--- src/rtl/core/pck_pkg.sv ---
// Shared types and constants for the p-persistent CSMA transmit keyer.
package pck_pkg;

    // Channel payloads
    typedef struct packed {
        logic [2:0] cmd;
        logic       carrier_busy;
    } t_in;

    typedef struct packed {
        logic [1:0]  status;
        logic        ptt_on;
        logic        audio_enable;
        logic [31:0] count_requests;
        logic [31:0] count_grants;
        logic [31:0] count_busy_denials;
        logic [31:0] count_deferrals;
        logic [31:0] count_timeouts;
        logic [31:0] count_aborts;
        logic [31:0] count_key_ups;
        logic [31:0] count_key_downs;
    } t_out;

    typedef struct packed {
        logic [2:0]  index;
        logic [31:0] data;
    } t_cfg_wr;

    // Settings as the keyer core sees them, already in ticks
    typedef struct packed {
        logic [7:0]  persistence;
        logic [7:0]  slot_time;
        logic        full_duplex;
        logic [12:0] delay_ticks;
        logic [12:0] tail_ticks;
        logic [16:0] max_ticks;
        logic        seed_load;
        logic [31:0] seed;
    } t_cfg;

    // Commands
    localparam logic [2:0] CMD_TICK    = 3'd0;
    localparam logic [2:0] CMD_REQUEST = 3'd1;
    localparam logic [2:0] CMD_DONE    = 3'd2;
    localparam logic [2:0] CMD_ABORT   = 3'd3;
    localparam logic [2:0] CMD_CARRIER = 3'd4;

    // Status codes
    localparam logic [1:0] ST_OK      = 2'd0;
    localparam logic [1:0] ST_BUSY    = 2'd1;
    localparam logic [1:0] ST_DENIED  = 2'd2;
    localparam logic [1:0] ST_TIMEOUT = 2'd3;

    // Register indexes
    localparam logic [2:0] CFG_PERSIST = 3'd0;
    localparam logic [2:0] CFG_SLOT    = 3'd1;
    localparam logic [2:0] CFG_DUPLEX  = 3'd2;
    localparam logic [2:0] CFG_DELAY   = 3'd3;
    localparam logic [2:0] CFG_TAIL    = 3'd4;
    localparam logic [2:0] CFG_MAX_TX  = 3'd5;
    localparam logic [2:0] CFG_SEED    = 3'd6;

    // Phase codes
    localparam logic [2:0] PH_IDLE   = 3'd0;
    localparam logic [2:0] PH_WAIT   = 3'd1;
    localparam logic [2:0] PH_DELAY  = 3'd2;
    localparam logic [2:0] PH_ACTIVE = 3'd3;
    localparam logic [2:0] PH_TAIL   = 3'd4;

    // Statistics counter slots
    localparam int unsigned CNT_REQ     = 0;
    localparam int unsigned CNT_GRANT   = 1;
    localparam int unsigned CNT_BUSYDEN = 2;
    localparam int unsigned CNT_DEFER   = 3;
    localparam int unsigned CNT_TIMEOUT = 4;
    localparam int unsigned CNT_ABORT   = 5;
    localparam int unsigned CNT_KEYUP   = 6;
    localparam int unsigned CNT_KEYDN   = 7;
    localparam int unsigned NUM_CNT     = 8;

    // LCG
    localparam logic [31:0] RNG_MUL = 32'd1103515245;
    localparam logic [31:0] RNG_INC = 32'd12345;
    // state 1 advanced once: the value drawn first after reset
    localparam logic [31:0] RNG_DRAW_RST = 32'h41C6_7EA6;

    // ms -> ticks: (ms + 9) / 10 as (x * RECIP) >> SHIFT, exact for x < 2^22
    localparam logic [20:0] MS_ROUND    = 21'd9;
    localparam logic [20:0] TICK_RECIP  = 21'd838861;
    localparam int unsigned TICK_SHIFT  = 23;

    // Reset settings
    localparam logic [7:0]  PERSIST_RST    = 8'd255;
    localparam logic [7:0]  SLOT_RST       = 8'd10;
    localparam logic [7:0]  PERSIST_ALWAYS = 8'd255;
    localparam logic [16:0] MAX_TICKS_DEF  = 17'd3000;

endpackage

--- src/rtl/core/pck_if.sv ---
// Valid/ready channel interfaces for keyer requests, results and register writes.
interface pck_in_if;
    logic         valid;
    logic         ready;
    pck_pkg::t_in payload;
    modport source (output valid, output payload, input ready);
    modport sink   (input valid, input payload, output ready);
endinterface

interface pck_out_if;
    logic          valid;
    logic          ready;
    pck_pkg::t_out payload;
    modport source (output valid, output payload, input ready);
    modport sink   (input valid, input payload, output ready);
endinterface

interface pck_cfg_if;
    logic             valid;
    logic             ready;
    pck_pkg::t_cfg_wr payload;
    modport source (output valid, output payload, input ready);
    modport sink   (input valid, input payload, output ready);
endinterface

--- src/rtl/core/pck_cfg.sv ---
// Configuration registers with millisecond to tick conversion on write.
module pck_cfg (
    input  logic          i_clk,
    input  logic          i_rst_n,
    pck_cfg_if.sink       i_cfg,
    output pck_pkg::t_cfg o_cfg
);

    logic [7:0]  r_persist;
    logic [7:0]  r_slot_time;
    logic        r_duplex;
    logic [12:0] r_delay_ticks;
    logic [12:0] r_tail_ticks;
    logic [16:0] r_max_ticks;

    logic [2:0]  wr_index;
    logic [31:0] wr_data;
    logic [19:0] ms_src;
    logic [20:0] ms_x;
    logic [41:0] prod;
    logic [17:0] ticks;

    assign i_cfg.ready = 1'b1;
    assign wr_index    = i_cfg.payload.index;
    assign wr_data     = i_cfg.payload.data;

    // one shared converter; only the timeout field is 20 bits wide
    assign ms_src = (wr_index == pck_pkg::CFG_MAX_TX) ? wr_data[19:0]
                                                       : {4'b0, wr_data[15:0]};
    assign ms_x   = {1'b0, ms_src} + pck_pkg::MS_ROUND;
    assign prod   = 42'(ms_x) * 42'(pck_pkg::TICK_RECIP);
    assign ticks  = prod[pck_pkg::TICK_SHIFT +: 18];

    always_ff @(posedge i_clk) begin
        if (!i_rst_n) begin
            r_persist     <= pck_pkg::PERSIST_RST;
            r_slot_time   <= pck_pkg::SLOT_RST;
            r_duplex      <= 1'b0;
            r_delay_ticks <= '0;
            r_tail_ticks  <= '0;
            r_max_ticks   <= pck_pkg::MAX_TICKS_DEF;
        end else if (i_cfg.valid) begin
            unique case (wr_index)
                pck_pkg::CFG_PERSIST: r_persist     <= wr_data[7:0];
                pck_pkg::CFG_SLOT:    r_slot_time   <= wr_data[7:0];
                pck_pkg::CFG_DUPLEX:  r_duplex      <= wr_data[0];
                pck_pkg::CFG_DELAY:   r_delay_ticks <= ticks[12:0];
                pck_pkg::CFG_TAIL:    r_tail_ticks  <= ticks[12:0];
                pck_pkg::CFG_MAX_TX: begin
                    r_max_ticks <= (ms_src == 20'd0) ? pck_pkg::MAX_TICKS_DEF : ticks[16:0];
                end
                default: ;
            endcase
        end
    end

    assign o_cfg.persistence = r_persist;
    assign o_cfg.slot_time   = r_slot_time;
    assign o_cfg.full_duplex = r_duplex;
    assign o_cfg.delay_ticks = r_delay_ticks;
    assign o_cfg.tail_ticks  = r_tail_ticks;
    assign o_cfg.max_ticks   = r_max_ticks;
    assign o_cfg.seed_load   = i_cfg.valid && (wr_index == pck_pkg::CFG_SEED);
    assign o_cfg.seed        = (wr_data == 32'd0) ? 32'd1 : wr_data;

endmodule

--- src/rtl/core/pck_core.sv ---
// Keyer state update, random draw, statistics counters and result register.
module pck_core (
    input  logic          i_clk,
    input  logic          i_rst_n,
    input  logic          i_item_vld,
    input  pck_pkg::t_in  i_item,
    output logic          o_item_take,
    input  pck_pkg::t_cfg i_cfg,
    output logic          o_out_vld,
    output pck_pkg::t_out o_out,
    input  logic          i_out_rdy
);

    logic [2:0]  r_phase, n_phase;
    logic [7:0]  r_slot, n_slot;
    logic [12:0] r_delay, n_delay;
    logic [12:0] r_tail, n_tail;
    logic [16:0] r_tmo, n_tmo;
    logic        r_carrier, n_carrier;
    logic        r_ptt, n_ptt;
    logic [31:0] r_draw, n_draw;
    logic [31:0] r_cnt [pck_pkg::NUM_CNT];
    logic [31:0] n_cnt [pck_pkg::NUM_CNT];
    logic        r_out_vld;
    pck_pkg::t_out r_out, n_out;

    logic [1:0]  status;
    logic [7:0]  inc;
    logic        try_grant;
    logic        raise;
    logic        drop;
    logic        g_busy, g_defer, g_draw;
    logic [7:0]  rnd_byte;
    logic [7:0]  slot_reload;
    logic [31:0] rng_src;

    assign o_item_take = i_item_vld && (!r_out_vld || i_out_rdy);
    assign rnd_byte    = r_draw[23:16];
    assign slot_reload = (i_cfg.slot_time == 8'd0) ? 8'd1 : i_cfg.slot_time;

    // grant outcome, valid whenever a grant is tried this cycle
    assign g_busy  = !i_cfg.full_duplex && r_carrier;
    assign g_defer = !g_busy && ((i_cfg.persistence == 8'd0) ||
                     (i_cfg.persistence != pck_pkg::PERSIST_ALWAYS &&
                      rnd_byte >= i_cfg.persistence));
    assign g_draw  = !g_busy && (i_cfg.persistence != 8'd0) &&
                     (i_cfg.persistence != pck_pkg::PERSIST_ALWAYS);

    always_comb begin
        n_phase   = r_phase;
        n_slot    = r_slot;
        n_delay   = r_delay;
        n_tail    = r_tail;
        n_tmo     = r_tmo;
        n_carrier = r_carrier;
        n_ptt     = r_ptt;
        status    = pck_pkg::ST_OK;
        inc       = '0;
        try_grant = 1'b0;
        raise     = 1'b0;
        drop      = 1'b0;

        case (i_item.cmd)
            pck_pkg::CMD_TICK: begin
                if (r_phase == pck_pkg::PH_WAIT) begin
                    n_slot = (r_slot != 8'd0) ? r_slot - 8'd1 : r_slot;
                    if (n_slot == 8'd0) begin
                        try_grant = 1'b1;
                    end
                end else if (r_phase == pck_pkg::PH_DELAY || r_phase == pck_pkg::PH_ACTIVE ||
                             r_phase == pck_pkg::PH_TAIL) begin
                    n_tmo = (r_tmo != 17'd0) ? r_tmo - 17'd1 : r_tmo;
                    if (n_tmo == 17'd0) begin
                        inc[pck_pkg::CNT_TIMEOUT] = 1'b1;
                        n_phase = pck_pkg::PH_IDLE;
                        n_slot  = '0;
                        n_delay = '0;
                        n_tail  = '0;
                        drop    = 1'b1;
                        status  = pck_pkg::ST_TIMEOUT;
                    end else if (r_phase == pck_pkg::PH_DELAY) begin
                        n_delay = (r_delay != 13'd0) ? r_delay - 13'd1 : r_delay;
                        if (n_delay == 13'd0) begin
                            n_phase = pck_pkg::PH_ACTIVE;
                        end
                    end else if (r_phase == pck_pkg::PH_TAIL) begin
                        n_tail = (r_tail != 13'd0) ? r_tail - 13'd1 : r_tail;
                        if (n_tail == 13'd0) begin
                            n_phase = pck_pkg::PH_IDLE;
                            n_tmo   = '0;
                            drop    = 1'b1;
                        end
                    end
                end
            end
            pck_pkg::CMD_REQUEST: begin
                if (r_phase != pck_pkg::PH_IDLE) begin
                    status = pck_pkg::ST_BUSY;
                end else begin
                    inc[pck_pkg::CNT_REQ] = 1'b1;
                    try_grant = 1'b1;
                end
            end
            pck_pkg::CMD_DONE: begin
                if (r_phase != pck_pkg::PH_ACTIVE) begin
                    status = pck_pkg::ST_DENIED;
                end else begin
                    n_tail = i_cfg.tail_ticks;
                    if (i_cfg.tail_ticks == 13'd0) begin
                        n_phase = pck_pkg::PH_IDLE;
                        n_tmo   = '0;
                        drop    = 1'b1;
                    end else begin
                        n_phase = pck_pkg::PH_TAIL;
                    end
                end
            end
            pck_pkg::CMD_ABORT: begin
                inc[pck_pkg::CNT_ABORT] = 1'b1;
                n_phase = pck_pkg::PH_IDLE;
                n_slot  = '0;
                n_delay = '0;
                n_tail  = '0;
                n_tmo   = '0;
                drop    = 1'b1;
            end
            pck_pkg::CMD_CARRIER: begin
                n_carrier = i_item.carrier_busy;
            end
            default: ;
        endcase

        if (try_grant) begin
            if (g_busy) begin
                inc[pck_pkg::CNT_BUSYDEN] = 1'b1;
            end else if (g_defer) begin
                inc[pck_pkg::CNT_DEFER] = 1'b1;
            end else begin
                inc[pck_pkg::CNT_GRANT] = 1'b1;
                n_tmo   = i_cfg.max_ticks;
                n_delay = i_cfg.delay_ticks;
                n_phase = (i_cfg.delay_ticks == 13'd0) ? pck_pkg::PH_ACTIVE
                                                       : pck_pkg::PH_DELAY;
                raise   = 1'b1;
            end
            // refused from idle or from a slot expiry: wait another slot
            if (g_busy || g_defer) begin
                status  = pck_pkg::ST_DENIED;
                n_phase = pck_pkg::PH_WAIT;
                n_slot  = slot_reload;
            end
        end

        if (raise && !r_ptt) begin
            n_ptt = 1'b1;
            inc[pck_pkg::CNT_KEYUP] = 1'b1;
        end
        if (drop && r_ptt) begin
            n_ptt = 1'b0;
            inc[pck_pkg::CNT_KEYDN] = 1'b1;
        end

        for (int i = 0; i < pck_pkg::NUM_CNT; i++) begin
            n_cnt[i] = r_cnt[i] + {31'b0, inc[i]};
        end

        n_out.status             = status;
        n_out.ptt_on             = n_ptt;
        n_out.audio_enable       = (n_phase == pck_pkg::PH_ACTIVE);
        n_out.count_requests     = n_cnt[pck_pkg::CNT_REQ];
        n_out.count_grants       = n_cnt[pck_pkg::CNT_GRANT];
        n_out.count_busy_denials = n_cnt[pck_pkg::CNT_BUSYDEN];
        n_out.count_deferrals    = n_cnt[pck_pkg::CNT_DEFER];
        n_out.count_timeouts     = n_cnt[pck_pkg::CNT_TIMEOUT];
        n_out.count_aborts       = n_cnt[pck_pkg::CNT_ABORT];
        n_out.count_key_ups      = n_cnt[pck_pkg::CNT_KEYUP];
        n_out.count_key_downs    = n_cnt[pck_pkg::CNT_KEYDN];
    end

    // r_draw already holds the advanced LCG state, so a draw is just a register read
    assign rng_src = i_cfg.seed_load ? i_cfg.seed : r_draw;
    assign n_draw  = rng_src * pck_pkg::RNG_MUL + pck_pkg::RNG_INC;

    always_ff @(posedge i_clk) begin
        if (!i_rst_n) begin
            r_phase   <= pck_pkg::PH_IDLE;
            r_slot    <= '0;
            r_delay   <= '0;
            r_tail    <= '0;
            r_tmo     <= '0;
            r_carrier <= 1'b0;
            r_ptt     <= 1'b0;
            r_draw    <= pck_pkg::RNG_DRAW_RST;
            r_out_vld <= 1'b0;
            for (int i = 0; i < pck_pkg::NUM_CNT; i++) begin
                r_cnt[i] <= '0;
            end
        end else begin
            if (i_cfg.seed_load || (o_item_take && try_grant && g_draw)) begin
                r_draw <= n_draw;
            end
            if (o_item_take) begin
                r_phase   <= n_phase;
                r_slot    <= n_slot;
                r_delay   <= n_delay;
                r_tail    <= n_tail;
                r_tmo     <= n_tmo;
                r_carrier <= n_carrier;
                r_ptt     <= n_ptt;
                r_out_vld <= 1'b1;
                for (int i = 0; i < pck_pkg::NUM_CNT; i++) begin
                    r_cnt[i] <= n_cnt[i];
                end
            end else if (i_out_rdy) begin
                r_out_vld <= 1'b0;
            end
        end
    end

    always_ff @(posedge i_clk) begin
        if (o_item_take) begin
            r_out <= n_out;
        end
    end

    assign o_out_vld = r_out_vld;
    assign o_out     = r_out;

endmodule

--- src/rtl/core/p_persistent_csma_tx_keyer_top.sv ---
// Top level of the p-persistent CSMA transmit keyer.
// One event request enters per clock while the request register can take it, and each one
// gives exactly one result: a request register, then a combinational state update that
// loads the result register. Throughput is one request per cycle while the result side keeps
// up; the request channel stalls only when both the request and result registers are full.
// Register writes are always taken and apply from the next cycle; millisecond settings are
// converted to 10 ms ticks at write time, and a seed write reloads the random generator.
module p_persistent_csma_tx_keyer_top (
    input  logic     i_clk,
    input  logic     i_rst_n,
    pck_in_if.sink   i_in,
    pck_out_if.source o_out,
    pck_cfg_if.sink  i_cfg
);

    logic          r_in_vld;
    pck_pkg::t_in  r_in;
    logic          item_take;
    pck_pkg::t_cfg cfg;
    logic          out_vld;
    pck_pkg::t_out out_data;

    assign i_in.ready = !r_in_vld || item_take;

    always_ff @(posedge i_clk) begin
        if (!i_rst_n) begin
            r_in_vld <= 1'b0;
        end else if (i_in.ready) begin
            r_in_vld <= i_in.valid;
        end
    end

    always_ff @(posedge i_clk) begin
        if (i_in.valid && i_in.ready) begin
            r_in <= i_in.payload;
        end
    end

    pck_cfg u_cfg (
        .i_clk   (i_clk),
        .i_rst_n (i_rst_n),
        .i_cfg   (i_cfg),
        .o_cfg   (cfg)
    );

    pck_core u_core (
        .i_clk       (i_clk),
        .i_rst_n     (i_rst_n),
        .i_item_vld  (r_in_vld),
        .i_item      (r_in),
        .o_item_take (item_take),
        .i_cfg       (cfg),
        .o_out_vld   (out_vld),
        .o_out       (out_data),
        .i_out_rdy   (o_out.ready)
    );

    assign o_out.valid   = out_vld;
    assign o_out.payload = out_data;

endmodule

--- src/flat_wrapper.sv ---
// flat-port wrapper written by rule: the top's interface ports become plain ports
module p_persistent_csma_tx_keyer_top_flat 
  (i_clk, i_rst_n, i_in_valid, i_in_payload, i_in_ready, o_out_valid, o_out_payload, o_out_ready, i_cfg_valid, i_cfg_payload, i_cfg_ready);
  pck_in_if i_in_i ();
  pck_out_if o_out_i ();
  pck_cfg_if i_cfg_i ();
  input  logic i_clk;
  input  logic i_rst_n;
  input wire logic [$bits(i_in_i.valid)-1:0] i_in_valid;
  input wire logic [$bits(i_in_i.payload)-1:0] i_in_payload;
  output wire logic [$bits(i_in_i.ready)-1:0] i_in_ready;
  output wire logic [$bits(o_out_i.valid)-1:0] o_out_valid;
  output wire logic [$bits(o_out_i.payload)-1:0] o_out_payload;
  input wire logic [$bits(o_out_i.ready)-1:0] o_out_ready;
  input wire logic [$bits(i_cfg_i.valid)-1:0] i_cfg_valid;
  input wire logic [$bits(i_cfg_i.payload)-1:0] i_cfg_payload;
  output wire logic [$bits(i_cfg_i.ready)-1:0] i_cfg_ready;
  assign i_in_i.valid = i_in_valid;
  assign i_in_i.payload = i_in_payload;
  assign i_in_ready = i_in_i.ready;
  assign o_out_valid = o_out_i.valid;
  assign o_out_payload = o_out_i.payload;
  assign o_out_i.ready = o_out_ready;
  assign i_cfg_i.valid = i_cfg_valid;
  assign i_cfg_i.payload = i_cfg_payload;
  assign i_cfg_ready = i_cfg_i.ready;
  p_persistent_csma_tx_keyer_top u_core (.i_clk(i_clk), .i_rst_n(i_rst_n), .i_in(i_in_i), .o_out(o_out_i), .i_cfg(i_cfg_i));
endmodule
--- config.mk ---
export PLATFORM = sky130hd
export DESIGN_NAME = p_persistent_csma_tx_keyer_top_flat
export DESIGN_NICKNAME = d
export VERILOG_FILES = /design/src/rtl/core/pck_pkg.sv /design/src/rtl/core/pck_if.sv /design/src/rtl/core/pck_cfg.sv /design/src/rtl/core/pck_core.sv /design/src/rtl/core/p_persistent_csma_tx_keyer_top.sv /design/src/flat_wrapper.sv
export SDC_FILE = /design/constraint.sdc
export NUM_CORES = 2
export LEC_CHECK = 0
export BUFFER_PORTS_ARGS = -buffer_cell sky130_fd_sc_hd__buf_4
export CORE_MARGIN = 2
export CORE_UTILIZATION = 65
export DETAILED_ROUTE_END_ITERATION = 10
export PLACE_DENSITY = 0.85
export SLEW_MARGIN = 15
export SYNTH_ARGS = -nofsm -noshare
export SYNTH_HDL_FRONTEND = slang
export SYNTH_SLANG_ARGS = --single-unit
--- constraint.sdc ---
create_clock -name i_clk -period 19.3 [get_ports i_clk]
set_input_delay 3.86 -clock i_clk [delete_from_list [all_inputs] [get_ports i_clk]]
set_output_delay 3.86 -clock i_clk [all_outputs]
set_load 0.005 [all_outputs]
==> summary.txt <==
Floorplanning
  • IO Pins: 307
  • Core area: 65700 um2
  • Die Y: 261 um
  • Die Width: 261 um
  • Rows: 94
  • Die area: 68400 um2
  • Initial Util: between 60 and 70%

Clock tree
  • TritonCTS Sinks: between 600 and 700
  • # H-tree levels: 3
  • CTS tree: built
  • CTS Buf Count: just under 70
  • Longest Clk Path Bufs: 3
  • Clock-pin transition on the worst setup and hold timing paths: about 60 ps
  • Worst skew pair latency: 620 ps
  • Post-cts resize count: 0
  • CTS root buf: clkbuf_16
  • Post-CTS setup buffers: 0
  • Cts hold-fix bufs: 0

Global routing
  • Total global-route track usage: between 30% and 40%
  • Largest net degree at the start of global routing: 187
  • Grt ovf: 0
  • First-pass GRT wire length: 164 mm
  • Initial antenna violation count: 0
  • Vias in the first global route: 30500

Detailed routing
  • Initial detailed-routing violation count: 3280
  • Drt drc: 0
  • Antenna Violating Nets Remaining: 0
  • Final WL: 104 mm
  • Routed len/inst: 20.1 um
  • Vias: 30700
  • Vias per cell: 5.93
  • Initial DRT Pass Iterations: 8

Finish
  • Area Overhead vs Synth: 12.1%
  • Most frequent cells in the layout: inv_1, edfxtp_1, ha_1, buf_4, nand2_1
  • Most common cell after layout, fill and taps aside: inv_1
  • # diodes: 0
  • Final net count: 4930
  • Share of post-route cells with drive strength above 1: between 10% and 20%

STA
  • Setup Skew: between 30 and 40 ps
  • Fin. Hold Viols: 0
  • Fmax: roughly 90 MHz
  • RSZ-0062 raised after global routing: no
  • Slew of the pin with the lowest slew margin: 1160 ps
  • Minimum clock period: 11100 ps
  • Final setup fails: 0
  • Setup_tns: 0 ps
  • Final Max Tran Viols: 0
  • Slew HR: 22.3%
  • Period utilization: 57.5%

Synthesis
  • XOR/XNOR Fraction of Synth Area: 6.80%
  • Ys async rst share: 0%
  • Compound-gate portion of the synthesized area: 6.37%
  • YS warnings: 0
  • Ys flop type: edfxtp_1
  • Register area share after synthesis: 42.8%
  • Simple-gate share of the synthesized area: roughly 15%
  • Adder-Cell Fraction of Synth Area: approximately 22%
  • Mapped cell area: 43100 um2
  • Post-synthesis mux area share: 0.589%
  • EDFF count, synth: 520
  • Post-synthesis cell type count: between 90 and 100
  • Syn Inst Count: 3994
  • Largest family of logic cells by synthesized area: adder cells
  • Post-Syn Nets: 4650
  • Syn avg cell area: 10.8 um2
  • Flops & latches, synth: 662

Run status
  • Run status: completed

Setup path
  • Worst Path Arrival: 11630 ps
  • WS Path Type: input pin to register
  • Worst-path maximum fanout: 9
  • CP endpoint kind: register
  • Setup crit start kind: input pin
  • Worst Path Required: 19830 ps
  • CP startpoint: i_cfg_payload[2]
  • Reg2reg start: u_core.u_core.r_draw[8]$_SDFFE_PN0P_

Placement
  • RD Place Congestion: 0.991
  • Port bufs: 305
  • Detailed placer's ending HPWL: 76.9 mm

Min path
  • Hold path start: u_core.u_core.r_draw[3]$_SDFFE_PN0P_
  • Min-Delay Path Class: register to register

Flow run
  • Max cap viols: 0
==> sequential cells by signal, summed over array words and instances, names as in the netlist, 3 cells and up <==
name                        flops
u_core.u_cfg.r_persist          8
u_core.u_cfg.r_tail_ticks      13
u_core.u_cfg.r_max_ticks       17
u_core.u_cfg.r_slot_time        8
u_core.u_core.r_phase           3
u_core.r_in                     4
u_core.u_core.r_cnt           256
u_core.u_core.r_draw           24
u_core.u_core.o_out           260
u_core.u_cfg.r_delay_ticks     13
u_core.u_core.r_tail           13
u_core.u_core.r_delay          13
u_core.u_core.r_tmo            17
u_core.u_core.r_slot            8
==> cell type report <==
cell class | count | area (um2)
multi-input combinational | 2655 | 22100
sequential | 662 | 18500
fill | 4432 | 17400
timing repair buffer | 322 | 2430
inverter | 565 | 2130
clock buffer | 88 | 1820
tap | 864 | 1080
clock inverter | 31 | 342
==> kinds of logic (layout without fill, tap and decap cells) <==
family,count (synthesis),count (layout)
AND/OR/NAND/NOR,1271,1271
other,1,1
AO/OA/AOI/OAI,416,416
multiplexers,25,25
adder cells (fa/ha/maj),612,612
buffers and inverters,677,1006
XOR/XNOR,330,330
flip-flops,662,662
==> cells in the mapped netlist (all sizes together) (94+ instances only) <==
cell      n  area (um2)
nand2   270        1010
a21oi   110         551
and2    249        1560
ha      363        4540
clkbuf   95         357
dfxtp   142        2840
fa      249        4980
nor2    224         841
xor2    121        1070
and3     96         601
xnor2   208        1840
o21ai    94         478
nand3   155         776
edfxtp  520       15600
inv     565        2120
==> final timing paths <==
check | end | slack (ps) | cells after the start
min reg2reg | u_core.u_core.r_draw[3]$_SDFFE_PN0P_ | 470 | 2
max | u_core.u_cfg.r_max_ticks[16]$_SDFFE_PN0P_ | 8200 | 27
min | u_core.u_core.r_draw[3]$_SDFFE_PN0P_ | 470 | 2
max reg2reg | u_core.u_core.r_draw[23]$_SDFFE_PN1P_ | 11870 | 25
==> through the flow <==
stage	setup slack (ps)	utilization [%]	area, um2	instances	hold WS, ps
finish	8200	73.5	48300	5187	471
global route	7630	73.5	48300	5187	482
CTS	8290	73.5	48300	5187	466
detailed placement	7660	70.2	46200	5068	452
global placement	7860	70.2	46200	5068	437
floorplan	6480	-	43100	3994	417
==> critical path, cell delays in order <==
cell and delay [ps]:
buf_4 150, nand3_1 120, nand2b_1 100, nor2b_1 350
nand3_1 150, xnor2_1 870, ha_1 440, ha_1 300
inv_1 50, fa_1 500, inv_1 50, fa_1 460
fa_1 510, fa_1 570, inv_1 70, fa_1 540
inv_1 40, ha_1 310, and4_1 230, and3_1 200
nor4_1 280, o21a_1 250, o211ai_1 160, a41oi_1 340
o21bai_1 170, or4_1 460, nand3_1 100
==> routing by layer <==
layer / up-vias / global-route usage [%] / part of all wire (%)
met1: 15000 / 41.4 / 41
met5: - / 0 / 0
met3: 246 / 4.30 / 7.8
met4: 0 / 11.0 / 3.7
met2: 1350 / 50.2 / 48
li1: 14200 / - / -
Power is left out: the tool's default activity adds up to more than one toggle a clock period on the data nets, which glitch-free logic cannot reach.
